### src/rtl/sat_pkg.sv
`default_nettype none

package sat_pkg;

  // item geometry
  localparam int CORNERS   = 4;
  localparam int POINTS    = 2 * CORNERS;
  localparam int AXES      = 4;
  localparam int FIELD_W   = 32;
  localparam int IN_FIELDS = 10;

  // field slots in the input request
  localparam int FLD_A_POS = 8;
  localparam int FLD_B_POS = 9;

  // corner order within a rectangle
  localparam int CRN_UL = 0;
  localparam int CRN_LL = 1;
  localparam int CRN_UR = 2;
  localparam int CRN_LR = 3;

  // stream widths
  localparam int IN_DATA_W  = IN_FIELDS * FIELD_W;
  localparam int OUT_DATA_W = 8;

  // per-stage advance strobes from the top-level pipeline control
  typedef struct packed {
    logic geom;
    logic prod;
    logic dot;
    logic span;
    logic res;
  } sat_adv_t;

endpackage

`default_nettype wire

### src/rtl/sat_range.sv
`default_nettype none

module sat_range
  import sat_pkg::*;
#(
  parameter int COORD_BITS = 16
) (
  input  wire logic                           clk,
  input  wire sat_adv_t                       adv,
  input  wire logic signed [2*COORD_BITS+2:0] dot [AXES*POINTS],
  output logic                                colliding_r
);

  localparam int DW = 2 * COORD_BITS + 3;

  logic signed [DW-1:0] a_min_r [AXES];
  logic signed [DW-1:0] a_max_r [AXES];
  logic signed [DW-1:0] b_min_r [AXES];
  logic signed [DW-1:0] b_max_r [AXES];
  logic signed [DW-1:0] a_min_nxt [AXES];
  logic signed [DW-1:0] a_max_nxt [AXES];
  logic signed [DW-1:0] b_min_nxt [AXES];
  logic signed [DW-1:0] b_max_nxt [AXES];
  logic                 separated;

  // interval of each rectangle on each axis
  always_comb begin
    for (int a = 0; a < AXES; a++) begin
      a_min_nxt[a] = dot[a*POINTS];
      a_max_nxt[a] = dot[a*POINTS];
      b_min_nxt[a] = dot[a*POINTS + CORNERS];
      b_max_nxt[a] = dot[a*POINTS + CORNERS];
      for (int k = 1; k < CORNERS; k++) begin
        if (dot[a*POINTS + k] < a_min_nxt[a]) a_min_nxt[a] = dot[a*POINTS + k];
        if (dot[a*POINTS + k] > a_max_nxt[a]) a_max_nxt[a] = dot[a*POINTS + k];
        if (dot[a*POINTS + CORNERS + k] < b_min_nxt[a]) begin
          b_min_nxt[a] = dot[a*POINTS + CORNERS + k];
        end
        if (dot[a*POINTS + CORNERS + k] > b_max_nxt[a]) begin
          b_max_nxt[a] = dot[a*POINTS + CORNERS + k];
        end
      end
    end
  end

  always_ff @(posedge clk) begin
    if (adv.span) begin
      a_min_r <= a_min_nxt;
      a_max_r <= a_max_nxt;
      b_min_r <= b_min_nxt;
      b_max_r <= b_max_nxt;
    end
  end

  // touching intervals overlap; any strict gap separates
  always_comb begin
    separated = 1'b0;
    for (int a = 0; a < AXES; a++) begin
      if ((a_max_r[a] < b_min_r[a]) || (b_max_r[a] < a_min_r[a])) separated = 1'b1;
    end
  end

  always_ff @(posedge clk) begin
    if (adv.res) begin
      colliding_r <= ~separated;
    end
  end

endmodule

`default_nettype wire

### config.mk
export PLATFORM = sky130hd
export DESIGN_NAME = sat_range
export DESIGN_NICKNAME = d
export VERILOG_FILES = /design/src/rtl/sat_pkg.sv /design/src/rtl/sat_range.sv
export SDC_FILE = /design/constraint.sdc
export NUM_CORES = 2
export LEC_CHECK = 0
export BUFFER_PORTS_ARGS = -buffer_cell sky130_fd_sc_hd__clkbuf_2
export CAP_MARGIN = 20
export CORE_AREA = 4 4 432 434
export CTS_CLUSTER_DIAMETER = 40
export DETAILED_ROUTE_END_ITERATION = 8
export DIE_AREA = 0 0 436 438
export GPL_ROUTABILITY_DRIVEN = 0
export PLACE_DENSITY_LB_ADDON = 0.25
export SYNTH_ARGS = -nofsm -noshare
export SYNTH_HDL_FRONTEND = slang
export SYNTH_SLANG_ARGS = --single-unit
export TNS_END_PERCENT = 1
### constraint.sdc
create_clock -name clk -period 20.8 [get_ports clk]
set_input_delay 1.04 -clock clk [delete_from_list [all_inputs] [get_ports clk]]
set_output_delay 1.04 -clock clk [all_outputs]
set_load 0.02 [all_outputs]
==> metrics.csv <==
metric;value;unit
Tightest Pin Transition;1.30;ns
DPL Wire Length;258000;um
syn_area_per_cell;8.64;um^2
RSZ-0062 raised after global routing;no;
cell area after synthesis;79200;um^2
Pwr Total;9.11;mW
CP endpoint kind;register;
die span in y;438;um
Setup Fix Bufs, Post-CTS;0;
outcome;complete, no violations;
CP dominant cell by count;a21o_1;
drc violations;0;
crit path time final;11.76;ns
FP Rows;157;
clk_skew;0.0333;ns
Final #Nets;12900;
Avg WL per Cell;23.9;um
Yosys warning total;0;
FF+latch count, synth;561;
Net Sw Frac;0.447;
GR Util All Layers;0.301;
fillers;17200;
post-route clock period utilization;0.565;
commonest non-fill, non-tap cell in the layout;ha_1;
Skew-Pair Late Insertion Delay;0.72;ns
CTS-repair resized insts;0;
multi-input logic area;56700;um^2
vias in the first global route;73200;
first-pass detailed-route iteration total;9;
port bufs;1123;
root buffer cell;clkbuf_16;
clk buf depth;3;
Lkg Pwr;46.7;nW
final setup fails;0;
first-pass GRT wire length;445000;um
synth unique cells;108;
Synth Instances;9166;
critical path type;input port to register;
Reg power frac;0.217;
Internal;5.04;mW
CP Max Fanout;75;
hold-fix buffers at CTS;0;
grt total ovfl;0;
routed vias/inst;6.00;
part of the power in combinational logic;0.604;
Clock Power Share;0.179;
Worst Setup Start Kind;input port;
Top FF cell, synth;edfxtp_1;
core area;183000;um^2
# H-tree levels;3;
Post-DRT Antenna Nets;0;
Critical Path AT;12.26;ns
relative slew slack;0.125;
Fmax;85.1;MHz
Area Overhead vs Synth;14.8;%
total wire length;304000;um
Initial DRC Count;6441;
Initial Utilization;0.434;
cts bufs inserted;95;
peak supply drop;0.0000819;V
most frequent cells in the layout;1640 x ha_1, 1188 x inv_1, 1122 x clkbuf_2, 691 x mux2i_1, 666 x a21oi_1;
routed via count;76400;
Synth async-reset ratio;0;
TritonCTS clock tree;built;
Crit path largest cell delay;0.60;ns
Boundary Pins;1127;
initial antenna violation count;192;
Synth top area share;0.259;
fraction of layout cells with a size suffix above 1;0.166;
Max Cap Viol;0;
post-synth top area cell;ha_1;
final hold violations;0;
switching power;4.07;mW
clock slew seen by the registers of the worst setup and hold paths;0.06;ns
Slew Limit Fails;0;
sequential-to-total area share from yosys stat;0.213;
HP Class;input port to register;
TNS Setup;0;ns
syn nets;11900;
slowest CP cell;nor2_4;
Register Area;16800;um^2
PD cells;100;nW/um^2
Area contributors post-synth;ha_1 26%, edfxtp_1 21%, mux2i_1 8.7%, inv_1 5.6%, a21o_1 4.7%;
clock sink total;561;
largest net degree at the start of global routing;89;
CP Data Required Time;21.30;ns
Post-synth EDFFs;561;
Die ar.;191000;um^2
Die Wd;436;um
## final cells by class
class	instances	share of cell area
clock inverter	73	0.0102
tap	2385	0.0328
antenna	156	0.00429
sequential	561	0.185
inverter	1188	0.0490
multi-input combinational	7066	0.623
timing repair buffer	1202	0.0693
clock buffer	103	0.0265
## kinds of logic after synthesis
logic type / Yosys count / share of synthesized area
AO/OA/AOI/OAI: 2409 / 0.194
XOR/XNOR: 21 / 0.00313
adder cells (fa/ha/maj): 1642 / 0.259
buffers and inverters: 1539 / 0.0767
flip-flops: 561 / 0.213
multiplexers: 941 / 0.123
AND/OR/NAND/NOR: 2053 / 0.131
## per-stage QoR
stage	util	cells	hold WS [ns]	worst slack (ns)	area [um^2]
6_report	0.498	12700	0.524	9.04	91000
5_1_grt	0.498	12700	0.473	8.38	90900
4_1_cts	0.495	12600	0.445	9.02	90500
3_5_place_dp	0.477	12400	1.25	8.25	87100
3_3_place_gp	0.477	12400	1.24	8.37	87100
2_1_floorplan	-	9166	0.807	11.42	79200
## power by group through the flow
| stage | registers [mW] | clock network (mW) | logic, mW |
|---|---|---|---|
| 3_5_place_dp | 2.00 | 0 | 5.36 |
| 4_1_cts | 1.99 | 1.66 | 5.41 |
| 2_1_floorplan | 1.92 | 0 | 3.85 |
| 3_3_place_gp | 2.00 | 0 | 5.19 |
| 5_1_grt | 2.01 | 1.71 | 6.09 |
| 6_report | 1.98 | 1.63 | 5.50 |
## flip-flops by register name, indices dropped and copies added, names as in the netlist
register,flops
b_max_r,140
a_min_r,140
b_min_r,140
colliding_r,1
a_max_r,140
## synth_stat cells, types with 34 or more instances
library cell and instances:
ha_1 1640, inv_1 1188, mux2i_1 691, a21oi_1 666
o21ai_0 636, nor2_1 567, edfxtp_1 561, a21o_1 495
nand2_1 410, nand4_1 329, clkbuf_1 221, mux2_2 209
nor2b_1 150, nor3_1 134, nand3_1 106, nor4_1 99
a311oi_1 86, nand2b_1 85, buf_2 72, o21a_1 59
and4_1 51, o31ai_1 48, o22ai_1 47, a22o_1 39
a211oi_1 37, mux2_1 36, a311o_1 34
## worst paths after layout
kind,startpoint,endpoint,slack [ns],cells past startpoint
min,adv[0],colliding_r,0.52,1
min reg2reg,a_max_r[104],colliding_r,1.37,4
max,dot[276],a_max_r[12],9.04,43
max reg2reg,a_max_r[63],colliding_r,16.61,14
## critical path: cells and delay by family
kind	cells	cell delay (ns)
AND/OR/NAND/NOR	10	2.74
multiplexers	1	0.40
adder cells (fa/ha/maj)	3	0.91
buffers and inverters	8	2.26
AO/OA/AOI/OAI	20	4.53
XOR/XNOR	1	0.22
## layer usage
metal,up-vias,wire [um],global-route usage
met5,-,453,0
met2,3287,136000,0.477
met3,816,23100,0.0563
met4,72,20600,0.184
met1,36100,124000,0.379
li1,36100,-,-
Power figures use the tool's default switching activity.
