`config.mk`:
```
export PLATFORM = sky130hd
export DESIGN_NAME = sat_geom
export DESIGN_NICKNAME = d
export VERILOG_FILES = /design/src/rtl/sat_pkg.sv /design/src/rtl/sat_geom.sv
export SDC_FILE = /design/constraint.sdc
export NUM_CORES = 1
export LEC_CHECK = 0
export BUFFER_PORTS_ARGS = -buffer_cell sky130_fd_sc_hd__buf_2
export CAP_MARGIN = 20
export CELL_PAD_IN_SITES_DETAIL_PLACEMENT = 1
export CELL_PAD_IN_SITES_GLOBAL_PLACEMENT = 2
export CORE_AREA = 10 10 302 304
export DETAILED_ROUTE_END_ITERATION = 12
export DIE_AREA = 0 0 312 314
export PLACE_DENSITY_LB_ADDON = 0.1
export SYNTH_ARGS = -nofsm -noshare
export SYNTH_HDL_FRONTEND = slang
export SYNTH_SLANG_ARGS = --single-unit
```
`constraint.sdc`:
```
create_clock -name clk -period 4.45 [get_ports clk]
set_input_delay 0.89 -clock clk [delete_from_list [all_inputs] [get_ports clk]]
set_output_delay 0.89 -clock clk [all_outputs]
set_load 0.02 [all_outputs]
```
`src/rtl/sat_pkg.sv`:
```
`default_nettype none

package sat_pkg;

  // item geometry
  localparam int CORNERS   = 4;
  localparam int POINTS    = 2 * CORNERS;
  localparam int AXES      = 4;
  localparam int FIELD_W   = 32;
  localparam int IN_FIELDS = 10;

  // field slots in the input request
  localparam int FLD_A_POS = 8;
  localparam int FLD_B_POS = 9;

  // corner order within a rectangle
  localparam int CRN_UL = 0;
  localparam int CRN_LL = 1;
  localparam int CRN_UR = 2;
  localparam int CRN_LR = 3;

  // stream widths
  localparam int IN_DATA_W  = IN_FIELDS * FIELD_W;
  localparam int OUT_DATA_W = 8;

  // per-stage advance strobes from the top-level pipeline control
  typedef struct packed {
    logic geom;
    logic prod;
    logic dot;
    logic span;
    logic res;
  } sat_adv_t;

endpackage

`default_nettype wire

```
`src/rtl/sat_geom.sv`:
```
`default_nettype none

module sat_geom
  import sat_pkg::*;
#(
  parameter int COORD_BITS = 16
) (
  input  wire logic                           clk,
  input  wire sat_adv_t                       adv,
  input  wire logic [IN_DATA_W-1:0]           data,
  output logic signed [COORD_BITS:0]          pt_x_r [POINTS],
  output logic signed [COORD_BITS:0]          pt_y_r [POINTS],
  output logic signed [COORD_BITS:0]          ax_x_r [AXES],
  output logic signed [COORD_BITS:0]          ax_y_r [AXES]
);

  localparam int CW = COORD_BITS + 1;

  logic signed [CW-1:0] loc_x [POINTS];
  logic signed [CW-1:0] loc_y [POINTS];
  logic signed [CW-1:0] pos_x [2];
  logic signed [CW-1:0] pos_y [2];
  logic signed [CW-1:0] pt_x_nxt [POINTS];
  logic signed [CW-1:0] pt_y_nxt [POINTS];
  logic signed [CW-1:0] ax_x_nxt [AXES];
  logic signed [CW-1:0] ax_y_nxt [AXES];

  // x sits above y in each field; bits past 2*COORD_BITS are ignored
  function automatic logic signed [CW-1:0] get_x(input logic [FIELD_W-1:0] f);
    logic [63:0] w;
    w = 64'(f);
    return $signed({w[2*COORD_BITS-1], w[2*COORD_BITS-1:COORD_BITS]});
  endfunction

  function automatic logic signed [CW-1:0] get_y(input logic [FIELD_W-1:0] f);
    logic [63:0] w;
    w = 64'(f);
    return $signed({w[COORD_BITS-1], w[COORD_BITS-1:0]});
  endfunction

  // unpack corners and positions
  always_comb begin
    for (int k = 0; k < POINTS; k++) begin
      loc_x[k] = get_x(data[k*FIELD_W +: FIELD_W]);
      loc_y[k] = get_y(data[k*FIELD_W +: FIELD_W]);
    end
    pos_x[0] = get_x(data[FLD_A_POS*FIELD_W +: FIELD_W]);
    pos_y[0] = get_y(data[FLD_A_POS*FIELD_W +: FIELD_W]);
    pos_x[1] = get_x(data[FLD_B_POS*FIELD_W +: FIELD_W]);
    pos_y[1] = get_y(data[FLD_B_POS*FIELD_W +: FIELD_W]);
  end

  // world corners; fit in COORD_BITS+1 bits
  always_comb begin
    for (int k = 0; k < POINTS; k++) begin
      pt_x_nxt[k] = loc_x[k] + pos_x[k / CORNERS];
      pt_y_nxt[k] = loc_y[k] + pos_y[k / CORNERS];
    end
  end

  // edge axes; the body position cancels, so local corners give them exactly
  always_comb begin
    ax_x_nxt[0] = loc_x[CRN_UR] - loc_x[CRN_UL];
    ax_y_nxt[0] = loc_y[CRN_UR] - loc_y[CRN_UL];
    ax_x_nxt[1] = loc_x[CRN_UR] - loc_x[CRN_LR];
    ax_y_nxt[1] = loc_y[CRN_UR] - loc_y[CRN_LR];
    ax_x_nxt[2] = loc_x[CORNERS + CRN_UL] - loc_x[CORNERS + CRN_LL];
    ax_y_nxt[2] = loc_y[CORNERS + CRN_UL] - loc_y[CORNERS + CRN_LL];
    ax_x_nxt[3] = loc_x[CORNERS + CRN_UL] - loc_x[CORNERS + CRN_UR];
    ax_y_nxt[3] = loc_y[CORNERS + CRN_UL] - loc_y[CORNERS + CRN_UR];
  end

  always_ff @(posedge clk) begin
    if (adv.geom) begin
      pt_x_r <= pt_x_nxt;
      pt_y_r <= pt_y_nxt;
      ax_x_r <= ax_x_nxt;
      ax_y_r <= ax_y_nxt;
    end
  end

endmodule

`default_nettype wire

```
==> results.py, run 1 <==
metrics = {
    "status": {
        "status": "finished, final reports clean",
    },
    "synth": {
        "ys_ff_latch": 408,
        "ys.flop_type": "edfxtp_1",
        "yosys.area.top_type_share": 0.415,
        "syn_area_mm2": 0.0295,
        "synth_area_per_cell_um2": 10.5,
        "yosysWarnings": 0,
        "ys_types": 75,
        "ys_async_sr_fraction": 0,
        "seq_area_frac_synth": 0.415,
        "yosysTopAreaCell": "edfxtp_1",
        "ys_top_cells_by_area": "edfxtp_1 41%, ha_1 16%, xnor2_1 5.6%, a21oi_1 4.5%, a21o_1 3.4%",
        "syn_nets": 3552,
        "synth-edff-count": 408,
        "synth_cells": 2818,
    },
    "floorplan": {
        "initial_utilization": 0.348,
        "die_y_um": 314,
        "row_count": 107,
        "coreArea_mm2": 0.0849,
        "die_area_mm2": 0.0980,
        "die_w_um": 312,
        "ios": 734,
    },
    "critical_path": {
        "cp-end-kind": "register",
        "cp_data_arrival_time_ps": 3590,
        "startpoint_type": "primary input",
        "critical_path_class": "primary input to register",
        "required_ps": 4800,
        "crit_start": "data[272]",
        "path_max_fanout": 4,
    },
    "sta": {
        "fmax_mhz": 309,
        "drv_slew": 0,
        "finalSetupViolCount": 0,
        "tightestPinTransition_ps": 862,
        "hold_viol_final": 0,
        "slew_headroom": 0.420,
        "rsz0062_at_grt": "false",
        "fin_setup_tns_ps": 0,
        "fin_crit_ps": 3240,
        "fin_crit_sh": 0.728,
    },
    "route": {
        "vias_per_cell": 5.29,
        "route.detailed.drc": 0,
        "first_iter_violations": 1255,
        "drtPass1Iterations": 5,
        "drtAntennaViolNets": 0,
        "wirelength_mm": 117,
        "wire_per_inst_um": 24.4,
        "vias": 25400,
    },
    "min_path": {
        "worstHoldStart": "data[48]",
        "min_path_type": "primary input to register",
    },
    "cts": {
        "cts_resized": 0,
        "root_buffer": "clkbuf_16",
        "path_clk_slew_ps": 60,
        "post-cts-setup-buffers": 0,
        "holdBufCountCts": 0,
        "cts.htree.levels": 2,
        "tritoncts": "yes",
        "cts.sinks": 408,
        "clk_path_buf_depth": 3,
        "cts_buffers": 54,
    },
    "power": {
        "ir_drop_mv": 0.248,
        "power.total_mw": 14.1,
        "p_per_area_mw_per_mm2": 388,
        "leakage_nw": 16.4,
    },
    "global_routing": {
        "grt_max_degree": 83,
        "grtUsageTotal": 0.228,
        "grt_pass1_wl_mm": 171,
        "grt-ovfl-total": 0,
        "grt_pass1_vias": 27400,
        "antenna_found_initial": 40,
    },
    "finish": {
        "area_delta_synth_final_pct": 23.3,
        "num-nets-final": 4335,
        "fillers": 9753,
        "drive_above_1_share": 0.229,
    },
    "placed_design": {
        "io_buffers": 729,
        "dpl.hpwl_mm": 97.9,
        "gp_congestion": 0.889,
    },
    "job": {
        "max_cap_viol_count": 0,
    },
}
[Yosys cell counts (6+ instances only)]
cell type,number
clkbuf_1,9
nor4_1,8
and4_1,7
a31o_1,6
nor3b_1,6
a21o_1,132
o41ai_1,6
inv_1,230
edfxtp_1,408
or3_1,12
nor2b_1,53
a21oi_1,263
xor2_1,92
and2_1,13
o21ai_0,136
a311oi_1,11
a221oi_1,7
o21ai_1,25
nand2_1,122
nand4_1,26
o31a_1,20
ha_1,384
xnor2_1,190
a211oi_1,36
o31ai_1,18
nor2_1,182
or2_2,7
o21a_1,53
a2111oi_0,15
fa_1,24
and3_1,19
nand3_1,48
o211ai_1,16
nor3_1,56
o21bai_1,35
nand2b_1,27
a211o_1,6
o22ai_1,7
a31oi_1,27
[where the power goes]
part / internal [mW] / switching, mW
Combinational: 1.65 / 2.98
Clock: 2.43 / 1.82
Sequential: 5.04 / 0.210
[critical path, cell delays in order]
cell       delay, ps
buf_2            130
ha_1             240
fa_1             440
a21oi_1          280
o21ai_1          150
a2111oi_0        640
o41ai_1          280
a21o_1           230
a21oi_1          210
xnor2_1           90
[per-stage QoR]
| stage | instances | hold slack [ps] | util | worst slack, ps | cell area (um2) |
|---|---|---|---|---|---|
| CTS | 4787 | 545 | 0.429 | 1220 | 36400 |
| floorplan | 2818 | 1000 | - | 1360 | 29500 |
| global placement | 4689 | 1190 | 0.409 | 605 | 34700 |
| global route | 4803 | 564 | 0.429 | 997 | 36400 |
| finish | 4806 | 589 | 0.429 | 1210 | 36400 |
| detailed placement | 4689 | 1200 | 0.409 | 581 | 34700 |
[state kept, by name, summed over array words and instances, names as in the netlist]
name    count
ax_x_r     68
ax_y_r     68
pt_x_r    136
pt_y_r    136
[metal layers]
metal	track usage	wire length [um]	up-vias
met3	0.0673	8420	211
met2	0.400	57800	706
met4	0.0907	4640	26
li1	-	-	12200
met1	0.257	46100	12300
met5	0	156	-
[path summary, 6_finish.rpt]
kind | cells past startpoint | slack (ps) | endpoint
worst max-delay path | 10 | 1210 | pt_x_r[82]
worst min-delay path | 2 | 590 | pt_x_r[102]
[area by class of cell]
type | count | area (um2) | area share
Multi-Input combinational cell | 2168 | 16400 | 0.450
Sequential cell | 408 | 12300 | 0.336
Timing Repair Buffer | 738 | 3790 | 0.104
Inverter | 231 | 867 | 0.0238
Clock inverter | 29 | 201 | 0.00553
Tap cell | 1144 | 1430 | 0.0393
Antenna cell | 19 | 47.5 | 0.00130
Clock buffer | 69 | 1470 | 0.0404
[cells in the final DEF (no fill, tap or decap), drive strengths merged, types with 16 or more instances in the layout]
master   Yosys  layout
buf          2     738
a21oi      264     264
a211oi      36      36
nand2b      27      27
nor3        56      56
inv        231     231
nand2      122     122
o21a        53      53
nand4       26      26
a21o       132     132
and3        19      19
ha         384     384
o211ai      16      16
o21bai      35      35
o31a        20      20
o31ai       18      18
clkinv       0      23
nand3       48      48
diode        0      19
nor2b       53      53
edfxtp     408     408
fa          24      24
xnor2      190     190
xor2        92      92
o21ai      161     161
a31oi       27      27
clkbuf       9      69
a2111oi     16      16
nor2       182     182
[cells by family (layout without fill, tap and decap cells)]
logic type / after synthesis / count (layout) / share of synthesized area
other cells: 0 / 19 / 0
compound gates: 873 / 873 / 0.192
mux: 6 / 6 / 0.00212
fa+ha+maj: 408 / 408 / 0.179
buf+inv: 242 / 1067 / 0.0308
simple gates: 599 / 599 / 0.0985
xor+xnor: 282 / 282 / 0.0836
flops: 408 / 408 / 0.415
Note: power is estimated with default switching activity, not from simulation.
==> run 2: changes to the inputs <==
--- a/config.mk
+++ b/config.mk
@@ -9,9 +9,9 @@
 export CAP_MARGIN = 20
 export CELL_PAD_IN_SITES_DETAIL_PLACEMENT = 1
 export CELL_PAD_IN_SITES_GLOBAL_PLACEMENT = 2
-export CORE_AREA = 10 10 302 304
+export CORE_AREA = 10 10 306 308
 export DETAILED_ROUTE_END_ITERATION = 12
-export DIE_AREA = 0 0 312 314
+export DIE_AREA = 0 0 316 318
 export PLACE_DENSITY_LB_ADDON = 0.1
 export SYNTH_ARGS = -nofsm -noshare
 export SYNTH_HDL_FRONTEND = slang
==> constraint.sdc (replaced) <==
create_clock -name clk -period 3.1 [get_ports clk]
set_input_delay 0.62 -clock clk [delete_from_list [all_inputs] [get_ports clk]]
set_output_delay 0.62 -clock clk [all_outputs]
set_load 0.02 [all_outputs]
==> run 2 against run 1 <==
  * Hold slack got worse by 290 ps
  * Power increased by 47%
  * Combinational power increased by 49%
  * First-iteration DRC count increased by 19%
  * Critical path type unchanged
  * Die area increased by 2.6%
  * Critical path depth increased by 1
  * Clock power increased by 49%
  * Largest power group unchanged
==> results.py, run 2 (synthesized netlist as in run 1, its figures left out) <==
metrics = {
    "sta": {
        "tightestPinTransition_ps": 645,
        "fin_ws_ps": 357,
        "fin_crit_sh": 0.885,
        "hold_viol_final": 0,
        "drv_slew": 0,
        "fin_crit_ps": 2740,
        "finalSetupViolCount": 0,
        "rsz0062_at_grt": "false",
        "fmax_mhz": 365,
        "slew_headroom": 0.564,
    },
    "placed_design": {
        "io_buffers": 729,
        "gp_congestion": 0.910,
        "dp_slack_ps": -234,
        "dpl.hpwl_mm": 100,
    },
    "cts": {
        "cts.htree.levels": 2,
        "holdBufCountCts": 0,
        "cts_resized": 0,
        "cts_buffers": 54,
        "cts.sinks": 408,
        "root_buffer": "clkbuf_16",
        "clk_path_buf_depth": 3,
        "tritoncts": "yes",
        "post-cts-setup-buffers": 0,
        "path_clk_slew_ps": 60,
    },
    "global_routing": {
        "grt_max_degree": 59,
        "grt_pass1_vias": 28000,
        "grt-ovfl-total": 0,
        "grtUsageTotal": 0.229,
        "antenna_found_initial": 33,
        "grt_pass1_wl_mm": 176,
    },
    "critical_path": {
        "startpoint_type": "primary input",
        "crit_end": "pt_y_r[16]",
        "crit_family": "compound AO/OA/AOI/OAI gates",
        "path_max_fanout": 4,
        "crit_start": "data[288]",
        "cp-end-kind": "register",
        "cp_slowest_cell": "fa_1",
        "critical_path_buf_inv_count": 2,
        "slowest_delay_ps": 460,
        "cp_data_arrival_time_ps": 3190,
        "cp.depth": 11,
        "critical_path_class": "primary input to register",
        "required_ps": 3550,
        "path_cells": "buf_2, buf_4, ha_1, fa_1, a21o_1, a21oi_1, o21ai_1, a21boi_1, nor3_1, o31a_1, o22ai_1",
    },
    "finish": {
        "drive_above_1_share": 0.256,
        "reg_top3": "pt_x_r: 136 flops, pt_y_r: 136 flops",
        "mostFrequentLayoutCell": "buf_2",
        "area_delta_synth_final_pct": 27.0,
        "num-nets-final": 4470,
        "mostFrequentLayoutCells": "728 x buf_2, 408 x edfxtp_1, 384 x ha_1, 263 x a21oi_1, 230 x inv_1",
    },
    "status": {
        "status": "finished, final reports clean",
    },
    "floorplan": {
        "row_count": 109,
        "ios": 734,
        "die_y_um": 318,
        "coreArea_mm2": 0.0877,
        "die_area_mm2": 0.100,
        "initial_utilization": 0.337,
        "die_w_um": 316,
    },
    "min_path": {
        "min_path_type": "primary input to register",
        "hold_depth": 2,
        "worstHoldStart": "data[32]",
    },
    "power": {
        "switching_power_mw": 7.27,
        "p_clk_frac": 0.305,
        "swShare": 0.349,
        "pwr-share-seq": 0.364,
        "power.total_mw": 20.8,
        "p_int_mw": 13.5,
        "ir_drop_mv": 0.423,
        "leakage_nw": 17.1,
        "combPwrFrac": 0.331,
        "p_per_area_mw_per_mm2": 555,
    },
    "route": {
        "vias": 26000,
        "first_iter_violations": 1496,
        "drtPass1Iterations": 6,
        "vias_per_cell": 5.24,
        "drtAntennaViolNets": 0,
        "wire_per_inst_um": 24.2,
        "wirelength_mm": 120,
        "route.detailed.drc": 0,
    },
    "job": {
        "max_cap_viol_count": 0,
    },
}
==> run 2: power by group through the flow <==
stage | sequential [mW] | clock [mW] | combinational [mW]
global route | 7.64 | 6.76 | 7.52
detailed placement | 7.69 | 0 | 6.91
floorplan | 8.67 | 0 | 2.98
global placement | 7.68 | 0 | 6.75
finish | 7.57 | 6.35 | 6.89
CTS | 7.59 | 6.56 | 6.96
==> run 2: cell type report <==
type | instances | area, um2
sequential | 408 | 12300
tap | 1165 | 1460
fill | 10000 | 50200
inverter | 231 | 867
antenna | 10 | 25.0
clock inverter | 29 | 258
multi-input combinational | 2168 | 16400
clock buffer | 70 | 1480
timing repair buffer | 873 | 4810
==> run 2: worst min path at each step <==
stage / end / slack [ps]
floorplan: ax_x_r[0] / 730
global placement: pt_x_r[102] / 920
detailed placement: pt_x_r[102] / 930
CTS: pt_y_r[102] / 250
global route: pt_y_r[102] / 270
finish: pt_y_r[102] / 300
==> run 2: per-layer routing <==
metal | track usage | vias to the layer above | part of all wire
li1 | - | 12400 | -
met1 | 0.260 | 12600 | 0.40
met2 | 0.402 | 659 | 0.49
met3 | 0.0706 | 203 | 0.076
met4 | 0.0707 | 32 | 0.031
met5 | 0 | - | 0.0015
==> run 2: per-stage QoR <==
stage	setup TNS (ps)	instances	instance area (um2)	utilization	hold slack (ps)
2_1_floorplan	0	2818	29500	-	732
3_3_place_gp	-2060	4845	35800	0.408	921
3_5_place_dp	-3200	4845	35800	0.408	930
4_1_cts	0	4944	37500	0.428	249
5_1_grt	0	4951	37500	0.428	267
6_report	0	4954	37500	0.428	299
==> run 3: changes to the inputs <==
==> constraint.sdc (replaced) <==
create_clock -name clk -period 3.1 [get_ports clk]
set_input_delay 0.31 -clock clk [delete_from_list [all_inputs] [get_ports clk]]
set_output_delay 0.31 -clock clk [all_outputs]
set_load 0.02 [all_outputs]
==> run 3 against run 2 <==
  * Core utilization decreased by 0.57 points
  * Power shrank 0.11%
  * Critical path depth is 1 higher
  * Maximum frequency fell by 7.5%
  * Hold slack worse by 250 ps
  * Global-route usage up 0.21 points
  * Largest cell class unchanged
  * Die area is the same
  * Routed wire length is 0.87% higher
  * Flip-flop and latch count is the same
  * Sequential share of layout area grew 0.44 points
  * Combinational power shrank 2%
==> results.py, run 3 (synthesized netlist as in run 1, its figures left out) <==
metrics = {
    "route": {
        "wire_per_inst_um": 24.7,
        "first_iter_violations": 1401,
        "wirelength_mm": 121,
        "drtAntennaViolNets": 0,
        "drtPass1Iterations": 5,
        "vias": 25700,
        "vias_per_cell": 5.26,
        "route.detailed.drc": 0,
    },
    "critical_path": {
        "cp-end-kind": "register",
        "slowest_delay_ps": 540,
        "crit_family": "compound AO/OA/AOI/OAI gates",
        "critical_path_buf_inv_count": 3,
        "cp_common_cell": "a21oi_1",
        "required_ps": 3470,
        "cp_slowest_cell": "dlygate4sd3_1",
        "startpoint_type": "primary input",
        "path_cells": "dlygate4sd3_1, buf_2, ha_1, fa_1, a21oi_1, o21ai_1, a2111oi_0, buf_4, o41ai_1, a21o_1, a21oi_1, xnor2_1",
        "path_max_fanout": 2,
        "critical_path_class": "primary input to register",
        "cp_data_arrival_time_ps": 3330,
    },
    "global_routing": {
        "grt_pass1_wl_mm": 176,
        "grt_pass1_vias": 27600,
        "grtUsageTotal": 0.231,
        "grt_max_degree": 66,
        "antenna_found_initial": 38,
        "grt-ovfl-total": 0,
    },
    "finish": {
        "final_area_mm2": 0.0370,
        "area_delta_synth_final_pct": 25.3,
        "drive_above_1_share": 0.236,
        "instances_no_fill": 4881,
        "mostFrequentLayoutCell": "buf_2",
        "reg_top3": "pt_x_r: 136 flops, pt_y_r: 136 flops",
        "num-nets-final": 4393,
        "mostFrequentLayoutCells": "728 x buf_2, 408 x edfxtp_1, 384 x ha_1, 263 x a21oi_1, 230 x inv_1",
    },
    "cts": {
        "path_clk_slew_ps": 60,
        "post-cts-setup-buffers": 0,
        "cts_resized": 0,
        "root_buffer": "clkbuf_16",
        "tritoncts": "yes",
        "cts.sinks": 408,
        "cts_buffers": 55,
        "cts.htree.levels": 2,
        "clk_path_buf_depth": 3,
    },
    "sta": {
        "fin_hold_ws_ps": 49.8,
        "drv_slew": 0,
        "rsz0062_at_grt": "false",
        "fin_crit_sh": 0.957,
        "fmax_mhz": 337,
        "finalSetupViolCount": 0,
        "slew_headroom": 0.461,
        "hold_viol_final": 0,
        "fin_setup_tns_ps": 0,
        "fin_crit_ps": 2970,
        "tightestPinTransition_ps": 808,
    },
    "power": {
        "leakage_nw": 16.7,
        "ir_drop_mv": 0.451,
        "power.total_mw": 20.8,
        "p_per_area_mw_per_mm2": 561,
    },
    "placed_design": {
        "placedCellCount": 4749,
        "gp_congestion": 0.909,
        "io_buffers": 729,
        "dpl.hpwl_mm": 101,
        "dpl_cell_area_mm2": 0.0351,
    },
    "floorplan": {
        "die_w_um": 316,
        "die_area_mm2": 0.100,
        "initial_utilization": 0.337,
        "row_count": 109,
        "die_y_um": 318,
        "ios": 734,
        "coreArea_mm2": 0.0877,
    },
    "min_path": {
        "min_path_type": "primary input to register",
    },
    "status": {
        "status": "finished, final reports clean",
    },
    "job": {
        "max_cap_viol_count": 0,
    },
}
==> run 3: cell types whose count changed in the layout (fill, tap and decap cells not counted), moves of 2 or more <==
cell           previous run  this run
clkinvlp_4                0         2
dlygate4sd3_1             0        18
clkinv_4                  0         3
buf_4                   138        42
clkinv_2                 14        11
clkbuf_1                 13         7
clkinv_1                 10        17
==> run 3: worst paths after layout <==
check | slack, ps | depth (start not counted) | to | from
max | 130 | 12 | pt_x_r[82] | data[112]
min | 50 | 2 | pt_y_r[85] | data[64]
==> run 3: cell type report <==
class | instances | area (um2)
antenna | 11 | 27.5
clock buffer | 64 | 1450
clock inverter | 39 | 319
fill | 10000 | 50700
inverter | 231 | 867
multi-input combinational | 2168 | 16400
sequential | 408 | 12300
tap | 1165 | 1460
timing repair buffer | 795 | 4270
==> run 3: routing by layer <==
metal | share of wire | routed length (um) | track usage
met1 | 0.40 | 48700 | 0.266
met2 | 0.50 | 59900 | 0.409
met3 | 0.068 | 8180 | 0.0621
met4 | 0.030 | 3680 | 0.0690
met5 | 0.0018 | 212 | 0
==> run 3: stage by stage <==
stage | util | worst slack, ps
CTS | 0.422 | 222
finish | 0.422 | 133
global placement | 0.400 | 102
global route | 0.422 | 14.6
detailed placement | 0.400 | 86.4
floorplan | - | 590
==> run 3: where the power goes <==
group	total, mW	switching, mW	internal (mW)
sequential	7.60	0.360	7.24
clock	6.46	2.71	3.75
combinational	6.74	4.29	2.45
total	20.8	7.36	13.4
==> run 3: timing repair <==
item / 4_1_cts / 5_1_grt
hold buffers: 18 / 0
endpoints found under the hold margin: 13 / 0
endpoints found under the setup margin: 0 / 0
